==> src/hdl/msp_pkg.sv <==
// Shared types, constants and helper functions for the marquee scroll placer.
// Used by msp_front, msp_back and marquee_scroll_placer_top; depends on nothing.
`default_nettype none

package msp_pkg;

  localparam int MAX_COPIES_DEF = 64;
  localparam int CNT_W          = 7;   // holds a copy index up to 64
  localparam int QUEUE_DEPTH    = 2;

  localparam int MODE_W     = 3;
  localparam int STRIP_W    = 12;
  localparam int AREA_W     = 11;
  localparam int STEP_W     = 5;
  localparam int GAP_W      = 9;
  localparam int SCROLL_W   = 13;
  localparam int PERIOD_W   = 13;  // strip plus gap
  localparam int QUOT_W     = AREA_W;
  localparam int LIMIT_W    = 25;  // (quotient + 1) * period
  localparam int POS_W      = 16;
  localparam int ORIGIN_W   = 15;
  localparam int IN_DATA_W  = 8;
  localparam int OUT_DATA_W = 32;
  localparam int CFG_IDX_W  = 3;
  localparam int CFG_DATA_W = 12;

  localparam logic [MODE_W-1:0] MODE_CENTER   = 3'd0;
  localparam logic [MODE_W-1:0] MODE_START    = 3'd1;
  localparam logic [MODE_W-1:0] MODE_END      = 3'd2;
  localparam logic [MODE_W-1:0] MODE_MARQUEE  = 3'd3;
  localparam logic [MODE_W-1:0] MODE_RMARQUEE = 3'd4;
  localparam logic [MODE_W-1:0] MODE_LOOP     = 3'd5;
  localparam logic [MODE_W-1:0] MODE_RLOOP    = 3'd6;
  localparam logic [MODE_W-1:0] MODE_ALIAS    = 3'd7;  // treated as reverse loop

  localparam logic [CFG_IDX_W-1:0] REG_HORIZ_MODE   = 3'd0;
  localparam logic [CFG_IDX_W-1:0] REG_VERT_MODE    = 3'd1;
  localparam logic [CFG_IDX_W-1:0] REG_STRIP_WIDTH  = 3'd2;
  localparam logic [CFG_IDX_W-1:0] REG_STRIP_HEIGHT = 3'd3;
  localparam logic [CFG_IDX_W-1:0] REG_AREA_WIDTH   = 3'd4;
  localparam logic [CFG_IDX_W-1:0] REG_AREA_HEIGHT  = 3'd5;
  localparam logic [CFG_IDX_W-1:0] REG_STEP_SIZE    = 3'd6;
  localparam logic [CFG_IDX_W-1:0] REG_LOOP_GAP     = 3'd7;

  typedef struct packed {
    logic [MODE_W-1:0]  hm;
    logic [MODE_W-1:0]  vm;
    logic [STRIP_W-1:0] sw;
    logic [STRIP_W-1:0] sh;
    logic [AREA_W-1:0]  aw;
    logic [AREA_W-1:0]  ah;
    logic [STEP_W-1:0]  step;
    logic [GAP_W-1:0]   gap;
  } cfg_t;

  typedef struct packed {
    logic step;  // advance requested and at least one axis scrolls
  } item_t;

  typedef struct packed {
    logic  valid;
    item_t item;
  } fb_t;

  typedef struct packed {
    logic pop;
  } bf_t;

  typedef struct packed {
    logic             idle;
    logic [CNT_W-1:0] cnt;
  } bk_stat_t;

  typedef enum logic [2:0] {
    BK_IDLE,
    BK_DIV,
    BK_MUL,
    BK_STEP,
    BK_PLACE,
    BK_EMIT
  } back_state_t;

  typedef enum logic [1:0] {
    PH_PRIM,
    PH_FWD,
    PH_BWD
  } phase_t;

  function automatic logic [MODE_W-1:0] eff_mode(input logic [MODE_W-1:0] m);
    return (m == MODE_ALIAS) ? MODE_RLOOP : m;
  endfunction

  function automatic logic is_scroll(input logic [MODE_W-1:0] m);
    return eff_mode(m) >= MODE_MARQUEE;
  endfunction

  function automatic logic is_loop(input logic [MODE_W-1:0] m);
    return eff_mode(m) >= MODE_LOOP;
  endfunction

  function automatic logic signed [POS_W-1:0] place_origin(
    input logic [MODE_W-1:0]   mode,
    input logic [STRIP_W-1:0]  strip,
    input logic [AREA_W-1:0]   area,
    input logic [SCROLL_W-1:0] scroll
  );
    logic signed [POS_W-1:0] s_strip;
    logic signed [POS_W-1:0] s_area;
    logic signed [POS_W-1:0] s_scroll;
    logic signed [POS_W-1:0] r;
    s_strip  = $signed(POS_W'(strip));
    s_area   = $signed(POS_W'(area));
    s_scroll = $signed(POS_W'(scroll));
    case (eff_mode(mode))
      MODE_CENTER: r = $signed(POS_W'(area >> 1)) - $signed(POS_W'(strip >> 1));
      MODE_START:  r = '0;
      MODE_END:    r = s_area - s_strip;
      MODE_MARQUEE, MODE_LOOP: r = s_area - s_scroll;
      default:     r = s_scroll - s_strip;
    endcase
    return r;
  endfunction

endpackage

`default_nettype wire

==> src/hdl/msp_front.sv <==
// Front end of the marquee scroll placer: accepts input items, classifies them
// and holds them in a short queue for the back end. Depends on msp_pkg.
`default_nettype none

module msp_front import msp_pkg::*; (
  input  logic                 clk,
  input  logic                 rst_n,
  input  cfg_t                 cfg,
  input  logic                 in_tvalid,
  output logic                 in_tready,
  input  logic [IN_DATA_W-1:0] in_tdata,   // [0] advance, rest zero
  input  bf_t                  bf,
  output fb_t                  fb
);

  localparam int PTR_W  = $clog2(QUEUE_DEPTH);
  localparam int QCNT_W = $clog2(QUEUE_DEPTH + 1);

  item_t             q_r [QUEUE_DEPTH];
  logic [PTR_W-1:0]  wr_ptr_r, wr_ptr_nxt;
  logic [PTR_W-1:0]  rd_ptr_r, rd_ptr_nxt;
  logic [QCNT_W-1:0] count_r, count_nxt;
  logic              push;
  logic              pop;
  item_t             item_in;

  // an item steps only when advance is set and some axis scrolls
  assign item_in.step = in_tdata[0] && (is_scroll(cfg.hm) || is_scroll(cfg.vm));

  assign in_tready = (count_r != QCNT_W'(QUEUE_DEPTH));
  assign push      = in_tvalid && in_tready;
  assign pop       = bf.pop && (count_r != '0);

  assign fb.valid = (count_r != '0);
  assign fb.item  = q_r[rd_ptr_r];

  always_comb begin
    wr_ptr_nxt = wr_ptr_r;
    rd_ptr_nxt = rd_ptr_r;
    count_nxt  = count_r;
    if (push) begin
      wr_ptr_nxt = (wr_ptr_r == PTR_W'(QUEUE_DEPTH - 1)) ? '0 : wr_ptr_r + 1'b1;
    end
    if (pop) begin
      rd_ptr_nxt = (rd_ptr_r == PTR_W'(QUEUE_DEPTH - 1)) ? '0 : rd_ptr_r + 1'b1;
    end
    case ({push, pop})
      2'b10:   count_nxt = count_r + 1'b1;
      2'b01:   count_nxt = count_r - 1'b1;
      default: count_nxt = count_r;
    endcase
  end

  always_ff @(posedge clk) begin
    if (!rst_n) begin
      wr_ptr_r <= '0;
      rd_ptr_r <= '0;
      count_r  <= '0;
    end else begin
      wr_ptr_r <= wr_ptr_nxt;
      rd_ptr_r <= rd_ptr_nxt;
      count_r  <= count_nxt;
    end
  end

  always_ff @(posedge clk) begin
    if (push) begin
      q_r[wr_ptr_r] <= item_in;
    end
  end

endmodule

`default_nettype wire

==> src/hdl/msp_back.sv <==
// Back end of the marquee scroll placer: computes scroll limits with a serial
// divider, steps the scroll positions and emits the strip origins. Uses msp_pkg.
`default_nettype none

module msp_back import msp_pkg::*; #(
  parameter int MAX_COPIES = MAX_COPIES_DEF
) (
  input  logic                  clk,
  input  logic                  rst_n,
  input  cfg_t                  cfg,
  input  fb_t                   fb,
  output bf_t                   bf,
  output logic                  out_tvalid,
  input  logic                  out_tready,
  output logic [OUT_DATA_W-1:0] out_tdata,   // [14:0] origin_x, [29:15] origin_y
  output logic                  out_tlast,   // last_copy
  output bk_stat_t              stat
);

  localparam int DCNT_W = $clog2(AREA_W);

  back_state_t             state_r, state_nxt;
  logic                    axis_r, axis_nxt;          // 0 x, 1 y
  logic [PERIOD_W-1:0]     div_rem_r, div_rem_nxt;
  logic [AREA_W-1:0]       div_num_r, div_num_nxt;
  logic [QUOT_W-1:0]       div_quo_r, div_quo_nxt;
  logic [DCNT_W-1:0]       div_cnt_r, div_cnt_nxt;
  logic [LIMIT_W-1:0]      xmax_r, xmax_nxt;
  logic [LIMIT_W-1:0]      ymax_r, ymax_nxt;
  logic [SCROLL_W-1:0]     scroll_x_r, scroll_x_nxt;
  logic [SCROLL_W-1:0]     scroll_y_r, scroll_y_nxt;
  logic signed [POS_W-1:0] cur_r, cur_nxt;
  logic signed [POS_W-1:0] prim_r, prim_nxt;
  logic signed [POS_W-1:0] fix_r, fix_nxt;
  logic                    copy_en_r, copy_en_nxt;
  logic                    copy_y_r, copy_y_nxt;
  phase_t                  phase_r, phase_nxt;
  logic [CNT_W-1:0]        cnt_r, cnt_nxt;
  logic                    out_valid_r, out_valid_nxt;
  logic [OUT_DATA_W-1:0]   out_data_r, out_data_nxt;
  logic                    out_last_r, out_last_nxt;

  // divider and limit datapath for the axis in work
  logic [STRIP_W-1:0]      axis_strip;
  logic [AREA_W-1:0]       axis_area;
  logic                    axis_loop;
  logic [PERIOD_W-1:0]     period;
  logic [PERIOD_W-1:0]     divisor;
  logic [PERIOD_W:0]       rem_sh;
  logic [PERIOD_W:0]       rem_sub;
  logic                    rem_ge;
  logic [QUOT_W:0]         quo_inc;
  logic [LIMIT_W-1:0]      limit_val;

  // scroll step
  logic [SCROLL_W-1:0]     sx_step;
  logic [SCROLL_W-1:0]     sy_step;
  logic [SCROLL_W-1:0]     sy_tmp;

  // placement and copy walk
  logic signed [POS_W-1:0] px;
  logic signed [POS_W-1:0] py;
  logic                    loop_x;
  logic                    loop_y;
  logic signed [POS_W-1:0] cp_period;
  logic signed [POS_W-1:0] cp_limit;
  logic                    more_cap;
  logic                    fwd_ok;
  logic                    bwd_prim;
  logic                    bwd_ok;
  logic                    has_next;
  logic signed [POS_W-1:0] next_pos;
  logic signed [POS_W-1:0] ox;
  logic signed [POS_W-1:0] oy;
  logic                    out_free;

  assign axis_strip = axis_r ? cfg.sh : cfg.sw;
  assign axis_area  = axis_r ? cfg.ah : cfg.aw;
  assign axis_loop  = axis_r ? is_loop(cfg.vm) : is_loop(cfg.hm);
  assign period     = PERIOD_W'(axis_strip) + PERIOD_W'(cfg.gap);
  assign divisor    = (period == '0) ? PERIOD_W'(1) : period;
  assign rem_sh     = {div_rem_r, div_num_r[AREA_W-1]};
  assign rem_ge     = (rem_sh >= {1'b0, divisor});
  assign rem_sub    = rem_sh - {1'b0, divisor};
  assign quo_inc    = {1'b0, div_quo_r} + (QUOT_W + 1)'(1);
  assign limit_val  = axis_loop ? (LIMIT_W'(quo_inc) * LIMIT_W'(period))
                                : (LIMIT_W'(period) + LIMIT_W'(axis_area));

  assign sx_step = scroll_x_r + SCROLL_W'(cfg.step);
  assign sy_step = scroll_y_r + SCROLL_W'(cfg.step);

  assign px     = place_origin(cfg.hm, cfg.sw, cfg.aw, scroll_x_r);
  assign py     = place_origin(cfg.vm, cfg.sh, cfg.ah, scroll_y_r);
  assign loop_x = is_loop(cfg.hm);
  assign loop_y = !is_scroll(cfg.hm) && is_loop(cfg.vm);

  assign cp_period = copy_y_r ? $signed(POS_W'(cfg.sh) + POS_W'(cfg.gap))
                              : $signed(POS_W'(cfg.sw) + POS_W'(cfg.gap));
  assign cp_limit  = copy_y_r ? $signed(POS_W'(cfg.ah)) : $signed(POS_W'(cfg.aw));

  // primary and forward copies walk up while below the area edge, then the
  // backward copies walk down from the primary while above zero
  assign more_cap = ((cnt_r + CNT_W'(1)) < CNT_W'(MAX_COPIES));
  assign fwd_ok   = (phase_r != PH_BWD) && (cur_r < cp_limit);
  assign bwd_prim = (phase_r != PH_BWD) && !fwd_ok
                    && !prim_r[POS_W-1] && (prim_r != '0);
  assign bwd_ok   = (phase_r == PH_BWD) && !cur_r[POS_W-1] && (cur_r != '0);
  assign has_next = copy_en_r && more_cap && (fwd_ok || bwd_prim || bwd_ok);
  assign next_pos = fwd_ok   ? (cur_r + cp_period)
                  : bwd_prim ? (prim_r - cp_period)
                  :            (cur_r - cp_period);

  assign ox = copy_y_r ? fix_r : cur_r;
  assign oy = copy_y_r ? cur_r : fix_r;

  assign out_free = !out_valid_r || out_tready;

  always_comb begin
    state_nxt     = state_r;
    axis_nxt      = axis_r;
    div_rem_nxt   = div_rem_r;
    div_num_nxt   = div_num_r;
    div_quo_nxt   = div_quo_r;
    div_cnt_nxt   = div_cnt_r;
    xmax_nxt      = xmax_r;
    ymax_nxt      = ymax_r;
    scroll_x_nxt  = scroll_x_r;
    scroll_y_nxt  = scroll_y_r;
    cur_nxt       = cur_r;
    prim_nxt      = prim_r;
    fix_nxt       = fix_r;
    copy_en_nxt   = copy_en_r;
    copy_y_nxt    = copy_y_r;
    phase_nxt     = phase_r;
    cnt_nxt       = cnt_r;
    out_valid_nxt = out_valid_r && !out_tready;
    out_data_nxt  = out_data_r;
    out_last_nxt  = out_last_r;
    sy_tmp        = scroll_y_r;
    bf.pop        = 1'b0;

    case (state_r)
      BK_IDLE: begin
        if (fb.valid) begin
          bf.pop = 1'b1;
          if (fb.item.step) begin
            axis_nxt    = 1'b0;
            div_rem_nxt = '0;
            div_quo_nxt = '0;
            div_cnt_nxt = '0;
            div_num_nxt = cfg.aw;
            state_nxt   = BK_DIV;
          end else begin
            state_nxt = BK_PLACE;
          end
        end
      end
      BK_DIV: begin
        div_rem_nxt = rem_ge ? rem_sub[PERIOD_W-1:0] : rem_sh[PERIOD_W-1:0];
        div_quo_nxt = {div_quo_r[QUOT_W-2:0], rem_ge};
        div_num_nxt = {div_num_r[AREA_W-2:0], 1'b0};
        div_cnt_nxt = div_cnt_r + 1'b1;
        if (div_cnt_r == DCNT_W'(AREA_W - 1)) begin
          state_nxt = BK_MUL;
        end
      end
      BK_MUL: begin
        if (!axis_r) begin
          xmax_nxt    = limit_val;
          axis_nxt    = 1'b1;
          div_rem_nxt = '0;
          div_quo_nxt = '0;
          div_cnt_nxt = '0;
          div_num_nxt = cfg.ah;
          state_nxt   = BK_DIV;
        end else begin
          ymax_nxt  = limit_val;
          state_nxt = BK_STEP;
        end
      end
      BK_STEP: begin
        if (is_scroll(cfg.hm)) begin
          scroll_x_nxt = sx_step;
          if (LIMIT_W'(sx_step) > xmax_r) begin
            // horizontal wrap carries into y
            scroll_x_nxt = '0;
            if (is_scroll(cfg.vm)) begin
              sy_tmp = sy_step;
            end
          end
        end else begin
          sy_tmp = sy_step;
        end
        scroll_y_nxt = (LIMIT_W'(sy_tmp) > ymax_r) ? '0 : sy_tmp;
        state_nxt    = BK_PLACE;
      end
      BK_PLACE: begin
        copy_en_nxt = loop_x || loop_y;
        copy_y_nxt  = loop_y;
        cur_nxt     = loop_y ? py : px;
        prim_nxt    = loop_y ? py : px;
        fix_nxt     = loop_y ? px : py;
        phase_nxt   = PH_PRIM;
        cnt_nxt     = '0;
        state_nxt   = BK_EMIT;
      end
      BK_EMIT: begin
        if (out_free) begin
          out_valid_nxt = 1'b1;
          out_data_nxt  = {(OUT_DATA_W - 2 * ORIGIN_W)'(0),
                           oy[ORIGIN_W-1:0], ox[ORIGIN_W-1:0]};
          out_last_nxt  = !has_next;
          if (has_next) begin
            cur_nxt   = next_pos;
            phase_nxt = fwd_ok ? PH_FWD : PH_BWD;
            cnt_nxt   = cnt_r + CNT_W'(1);
          end else begin
            state_nxt = BK_IDLE;
          end
        end
      end
      default: begin
        state_nxt = BK_IDLE;
      end
    endcase
  end

  always_ff @(posedge clk) begin
    if (!rst_n) begin
      state_r     <= BK_IDLE;
      scroll_x_r  <= '0;
      scroll_y_r  <= '0;
      out_valid_r <= 1'b0;
      phase_r     <= PH_PRIM;
      cnt_r       <= '0;
    end else begin
      state_r     <= state_nxt;
      scroll_x_r  <= scroll_x_nxt;
      scroll_y_r  <= scroll_y_nxt;
      out_valid_r <= out_valid_nxt;
      phase_r     <= phase_nxt;
      cnt_r       <= cnt_nxt;
    end
  end

  always_ff @(posedge clk) begin
    axis_r     <= axis_nxt;
    div_rem_r  <= div_rem_nxt;
    div_num_r  <= div_num_nxt;
    div_quo_r  <= div_quo_nxt;
    div_cnt_r  <= div_cnt_nxt;
    xmax_r     <= xmax_nxt;
    ymax_r     <= ymax_nxt;
    cur_r      <= cur_nxt;
    prim_r     <= prim_nxt;
    fix_r      <= fix_nxt;
    copy_en_r  <= copy_en_nxt;
    copy_y_r   <= copy_y_nxt;
    out_data_r <= out_data_nxt;
    out_last_r <= out_last_nxt;
  end

  assign out_tvalid = out_valid_r;
  assign out_tdata  = out_data_r;
  assign out_tlast  = out_last_r;

  assign stat.idle = (state_r == BK_IDLE);
  assign stat.cnt  = cnt_r;

endmodule

`default_nettype wire

==> src/hdl/marquee_scroll_placer_top.sv <==
// Top level of the marquee scroll placer: configuration registers, front end
// with its item queue, and back end. Depends on msp_pkg, msp_front, msp_back.
//
// Usage: write the eight configuration registers through cfg_we, cfg_index and
// cfg_wdata while the block is idle. Each input item on in_* carries the
// advance flag in in_tdata[0]. For every item the block returns one or more
// strip origins on out_*, the primary origin first and then the looped copy
// origins, at most MAX_COPIES of them; out_tlast marks the final origin.
// Per item: an item that steps the scroll positions passes through two serial
// divides for the x and y loop limits, each followed by a multiply step, then
// step and place, before its first origin; an item that does not step goes
// straight to place. After that one origin leaves per cycle while the receiver
// takes them. The front queue holds two items while the back works.
// Reset restores the register defaults, clears both scroll positions and
// empties the queue. A stalled receiver holds the current origin in the
// output register and the back end waits; the front keeps taking items
// until its queue is full.
`default_nettype none

module marquee_scroll_placer_top import msp_pkg::*; #(
  parameter int MAX_COPIES = MAX_COPIES_DEF
) (
  input  logic                  clk,
  input  logic                  rst_n,
  input  logic                  cfg_we,
  input  logic [CFG_IDX_W-1:0]  cfg_index,
  input  logic [CFG_DATA_W-1:0] cfg_wdata,
  input  logic                  in_tvalid,
  output logic                  in_tready,
  input  logic [IN_DATA_W-1:0]  in_tdata,   // [0] advance
  output logic                  out_tvalid,
  input  logic                  out_tready,
  output logic [OUT_DATA_W-1:0] out_tdata,  // [14:0] origin_x, [29:15] origin_y
  output logic                  out_tlast   // last_copy
);

  localparam cfg_t CFG_RST = '{
    hm:   MODE_CENTER,
    vm:   MODE_CENTER,
    sw:   STRIP_W'(1),
    sh:   STRIP_W'(1),
    aw:   AREA_W'(128),
    ah:   AREA_W'(32),
    step: STEP_W'(2),
    gap:  GAP_W'(10)
  };

  cfg_t     cfg_r, cfg_nxt;
  fb_t      fb;
  bf_t      bf;
  bk_stat_t bk_stat;

  always_comb begin
    cfg_nxt = cfg_r;
    if (cfg_we) begin
      case (cfg_index)
        REG_HORIZ_MODE:   cfg_nxt.hm   = cfg_wdata[MODE_W-1:0];
        REG_VERT_MODE:    cfg_nxt.vm   = cfg_wdata[MODE_W-1:0];
        REG_STRIP_WIDTH:  cfg_nxt.sw   = cfg_wdata[STRIP_W-1:0];
        REG_STRIP_HEIGHT: cfg_nxt.sh   = cfg_wdata[STRIP_W-1:0];
        REG_AREA_WIDTH:   cfg_nxt.aw   = cfg_wdata[AREA_W-1:0];
        REG_AREA_HEIGHT:  cfg_nxt.ah   = cfg_wdata[AREA_W-1:0];
        REG_STEP_SIZE:    cfg_nxt.step = cfg_wdata[STEP_W-1:0];
        REG_LOOP_GAP:     cfg_nxt.gap  = cfg_wdata[GAP_W-1:0];
        default:          cfg_nxt      = cfg_r;
      endcase
    end
  end

  always_ff @(posedge clk) begin
    if (!rst_n) begin
      cfg_r <= CFG_RST;
    end else begin
      cfg_r <= cfg_nxt;
    end
  end

  msp_front u_front (
    .clk       (clk),
    .rst_n     (rst_n),
    .cfg       (cfg_r),
    .in_tvalid (in_tvalid),
    .in_tready (in_tready),
    .in_tdata  (in_tdata),
    .bf        (bf),
    .fb        (fb)
  );

  msp_back #(
    .MAX_COPIES (MAX_COPIES)
  ) u_back (
    .clk        (clk),
    .rst_n      (rst_n),
    .cfg        (cfg_r),
    .fb         (fb),
    .bf         (bf),
    .out_tvalid (out_tvalid),
    .out_tready (out_tready),
    .out_tdata  (out_tdata),
    .out_tlast  (out_tlast),
    .stat       (bk_stat)
  );

  a_cnt_cap: assert property (@(posedge clk) disable iff (!rst_n)
    bk_stat.cnt < CNT_W'(MAX_COPIES))
    else $error("copy index reached the copy cap");

  a_item_queued: assert property (@(posedge clk) disable iff (!rst_n)
    (in_tvalid && in_tready) |=> fb.valid)
    else $error("accepted item missing from queue");

  a_result_from_work: assert property (@(posedge clk) disable iff (!rst_n)
    $rose(out_tvalid) |-> $past(!bk_stat.idle))
    else $error("result raised while back end was idle");

endmodule

`default_nettype wire

==> config.mk <==
export PLATFORM = sky130hd
export DESIGN_NAME = marquee_scroll_placer_top
export DESIGN_NICKNAME = d
export VERILOG_FILES = /design/src/hdl/msp_pkg.sv /design/src/hdl/msp_front.sv /design/src/hdl/msp_back.sv /design/src/hdl/marquee_scroll_placer_top.sv
export SDC_FILE = /design/constraint.sdc
export NUM_CORES = 1
export LEC_CHECK = 0
export ABC_CLOCK_PERIOD_IN_PS = 13240
export BUFFER_PORTS_ARGS = -buffer_cell sky130_fd_sc_hd__buf_4
export CAP_MARGIN = 30
export CORE_MARGIN = 5
export CORE_UTILIZATION = 30
export CTS_CLUSTER_SIZE = 40
export DETAILED_ROUTE_END_ITERATION = 6
export GPL_ROUTABILITY_DRIVEN = 0
export SYNTH_ARGS = -nofsm -noshare
export SYNTH_HDL_FRONTEND = slang
export SYNTH_SLANG_ARGS = --single-unit
==> constraint.sdc <==
create_clock -name clk -period 13.24 [get_ports clk]
set_input_delay 3.31 -clock clk [delete_from_list [all_inputs] [get_ports clk]]
set_output_delay 3.31 -clock clk [all_outputs]
set_load 0.05 [all_outputs]
==> impl_metrics.csv <==
group,metric,value,unit
run_status,outcome,"complete, no violations",
synth,yosys_warnings,0,
clock_network,clk_latency,0.59,ns
synth,synth_ff_type,"edfxtp_1",
routing,routed-wl-met2,36000,um
sta,min_period,8.74,ns
finish,fillers,9290,
routing,top_layer_used,"met5",
floorplanning,io_pins,63,
routing,drt-initial-drc-count,1697,
setup_path,worstRegToRegCells,26,
placed_design,hpwl,63500,um
setup_path,path_common_cell,"fa_1",
setup_path,crit_required,13.52,ns
routing,finalWirelength,81500,um
routing,viasPerCell,5.28,
sta,max-slew-margin-rel,29.7,%
clock_network,htreeDepth,2,
sta,min_period_over_period,66.0,%
floorplanning,start_util,30.1,%
routing,drt-met1-wl,36400,um
floorplanning,die_h,310,um
synth,synth_most_common_cell,"nand2_1",
sta,max_freq,114,MHz
routing,vias,22781,
synth,synth_cells,3116,
setup_path,cp-end-kind,"flop",
routing,dr_wl_met3,5150,um
sta,clock_skew,0.0562,ns
routing,ant_nets,0,
clock_network,clkSinkCount,279,
clock_network,clk_pin_slew,0.06,ns
finish,syn2layout_area_growth,10.6,%
sta,drv_slew,0,
sta,setup_tns,0,ns
synth,yosys.cell_types.count,96,
grt,grt_remaining_overflow,0,
worst_hold_path,whs_path_depth,2,
worst_hold_path,min_to,"u_back.cnt_r[6]",
finish,finish.utilization,33.2,%
setup_path,startpoint_type,"flop",
clock_network,clockBufferDepth,3,
power_and_ir_drop,irDropWorstVdd,0.000230,V
routing,wl_per_cell,18.9,um
worst_hold_path,hold_path.startpoint,"u_back.cnt_r[6]",
clock_network,cts_resized,0,
synth,synth-edff-count,169,
flow_run,cap_violations,0,
sta,finalSetupViolCount,0,
sta,setup_slack,4.50,ns
placed_design,dp_slack,4.59,ns
sta,rsz0062_at_grt,"no",
power_and_ir_drop,cellLeakagePower,12.4,nW
sta,finalHoldViolations,0,
floorplanning,rows,110,
placed_design,io_buffers,53,
sta,worst_pin_slew,1.05,ns
power_and_ir_drop,power.density,181,nW/um^2
power_and_ir_drop,finalPower,5.38,mW
routing,dr.pass1.iters,6,
grt,antenna_found_initial,5,
setup_path,cp.arrival,9.02,ns
clock_network,holdBufCountCts,0,
finish,seq_area,7280,um^2
grt,grt_max_degree,64,
synth,ys_ff_latch,279,
floorplanning,die_area,95900,um^2
synth,yosysTopAreaCellShare,18.8,%
setup_path,crit_type,"reg2reg",
synth,yosysSeqAreaShare,27.0,%
grt,track_usage,16.8,%
finish,multi_input_area,18100,um^2
finish,post_route_cells_drive_above_1_share,7.36,%
setup_path,max_stage_delay,0.75,ns
setup_path,rrSetupSlack,4.50,ns
synth,synthTopCellsByCount,"356 x nand2_1, 282 x nor2_1, 281 x inv_1",
clock_network,postCtsSetupRepairBufs,0,
synth,synth_area_leaders,"edfxtp_1 19%, ha_1 12%, fa_1 9.4%",
placed_design,dp.cells,4253,
synth,synth_top_cell_by_area,"edfxtp_1",
floorplanning,fp.coreArea,89600,um^2
setup_path,cp_slowest_cell,"xor2_1",
setup_path,r2r-end,"u_back.ymax_r[23]",
setup_path,worst_path_dominant_cell_family,"adder cells",
grt,grt_first_pass_wirelength,127000,um
setup_path,path_buf_inv,6,
worst_hold_path,hold_path.class,"reg2reg",
setup_path,r2r-start,"u_back.axis_r",
floorplanning,die_w,310,um
grt,first_global_vias,21969,
synth,avgSynthCellArea,8.65,um^2
routing,drcViolationCount,0,
synth,syn_area,26900,um^2
clock_network,numCtsBuffers,34,
finish,nNetsFinal,3518,
finish,fin_cells,4318,
clock_network,cts_tree,"built",
synth,ys_async_sr_fraction,0,%
clock_network,cts_root_buffer,"clkbuf_16",
setup_path,crit_fanout,44,
-- layout make-up --
type | count | share of cell area (%)
multi-input combinational | 2418 | 60.7
sequential | 279 | 24.4
tap | 1176 | 4.94
inverter | 291 | 3.67
clock buffer | 44 | 3.19
timing repair buffer | 89 | 2.31
clock inverter | 17 | 0.685
antenna | 4 | 0.0336
-- per-layer routing --
metal / vias to the layer above / global-route usage [%]
li1: 11018 / -
met4: 4 / 7.32
met5: - / 0
met1: 10927 / 22.7
met3: 158 / 2.67
met2: 674 / 26.6
-- worst max path at each step --
stage / startpoint / to / slack [ns] / cells after the start
after floorplan: u_back.axis_r / u_back.xmax_r[23] / 4.97 / 30
after global placement: u_back.axis_r / u_back.xmax_r[23] / 4.55 / 26
after detailed placement: u_back.axis_r / u_back.ymax_r[23] / 4.59 / 26
after CTS: u_back.axis_r / u_back.ymax_r[23] / 4.53 / 26
after global routing: u_back.axis_r / u_back.ymax_r[22] / 4.03 / 28
final: u_back.axis_r / u_back.ymax_r[23] / 4.50 / 26
-- registers in the layout (all words and copies together), names as in the netlist, 13 cells and up, named ones only --
name	count
u_back.fix_r	14
cfg_r	66
u_back.prim_r	14
u_back.div_rem_r	13
u_back.ymax_r	25
u_back.cur_r	16
u_back.scroll_x_r	13
u_back.out_tdata	30
u_back.scroll_y_r	13
u_back.xmax_r	25
-- worst register-to-register path, delay by kind of cell, from the launching register on --
| family | cells | cell delay (ns) |
|---|---|---|
| buf+inv | 6 | 0.93 |
| simple gates | 2 | 0.23 |
| flops | 1 | 0.32 |
| compound gates | 8 | 2.36 |
| fa+ha+maj | 8 | 3.45 |
| mux | 1 | 0.42 |
| xor+xnor | 1 | 0.75 |
-- through the flow --
step / area (um^2) / hold slack (ns)
after CTS: 29800 / 0.445
final: 29800 / 0.443
after global placement: 28600 / 0.436
after global routing: 29800 / 0.473
after floorplan: 26900 / 0.421
after detailed placement: 28600 / 0.437
-- power breakdown --
group | internal, mW | leakage, nW | switching (mW)
clock network | 0.574 | 0.574 | 0.410
logic | 1.27 | 9.34 | 1.85
registers | 1.14 | 2.45 | 0.137
-- cell families after synthesis --
kind of cell             synth area share (%)
other                                  0.0139
multiplexers                             4.79
buffers and inverters                    5.96
XOR/XNOR                                 5.53
AO/OA/AOI/OAI                            17.7
AND/OR/NAND/NOR                          18.0
flip-flops                               27.0
adder cells (fa/ha/maj)                  21.0
-- placed cells by master (no fill, tap or decap), types with 18 or more instances in the layout --
master       n
fa_1       126
dfxtp_1    110
nor3_1      54
nand2b_1    51
o21ai_0    108
a211oi_1    31
nand2_1    356
edfxtp_1   169
and2_1      30
xor2_1      67
o211ai_1    23
o21a_1      51
inv_1      282
o21ai_1     29
buf_4       88
mux2_2      43
nor2b_1     37
nand3_1     62
ha_1       251
or3_1       18
and3_1      35
a21o_1      43
nor2_1     281
nand4_1     38
a21oi_1    194
nor4_1      24
clkbuf_16   36
xnor2_1    103
mux2i_1     66
(Power assumes the default switching activity.)
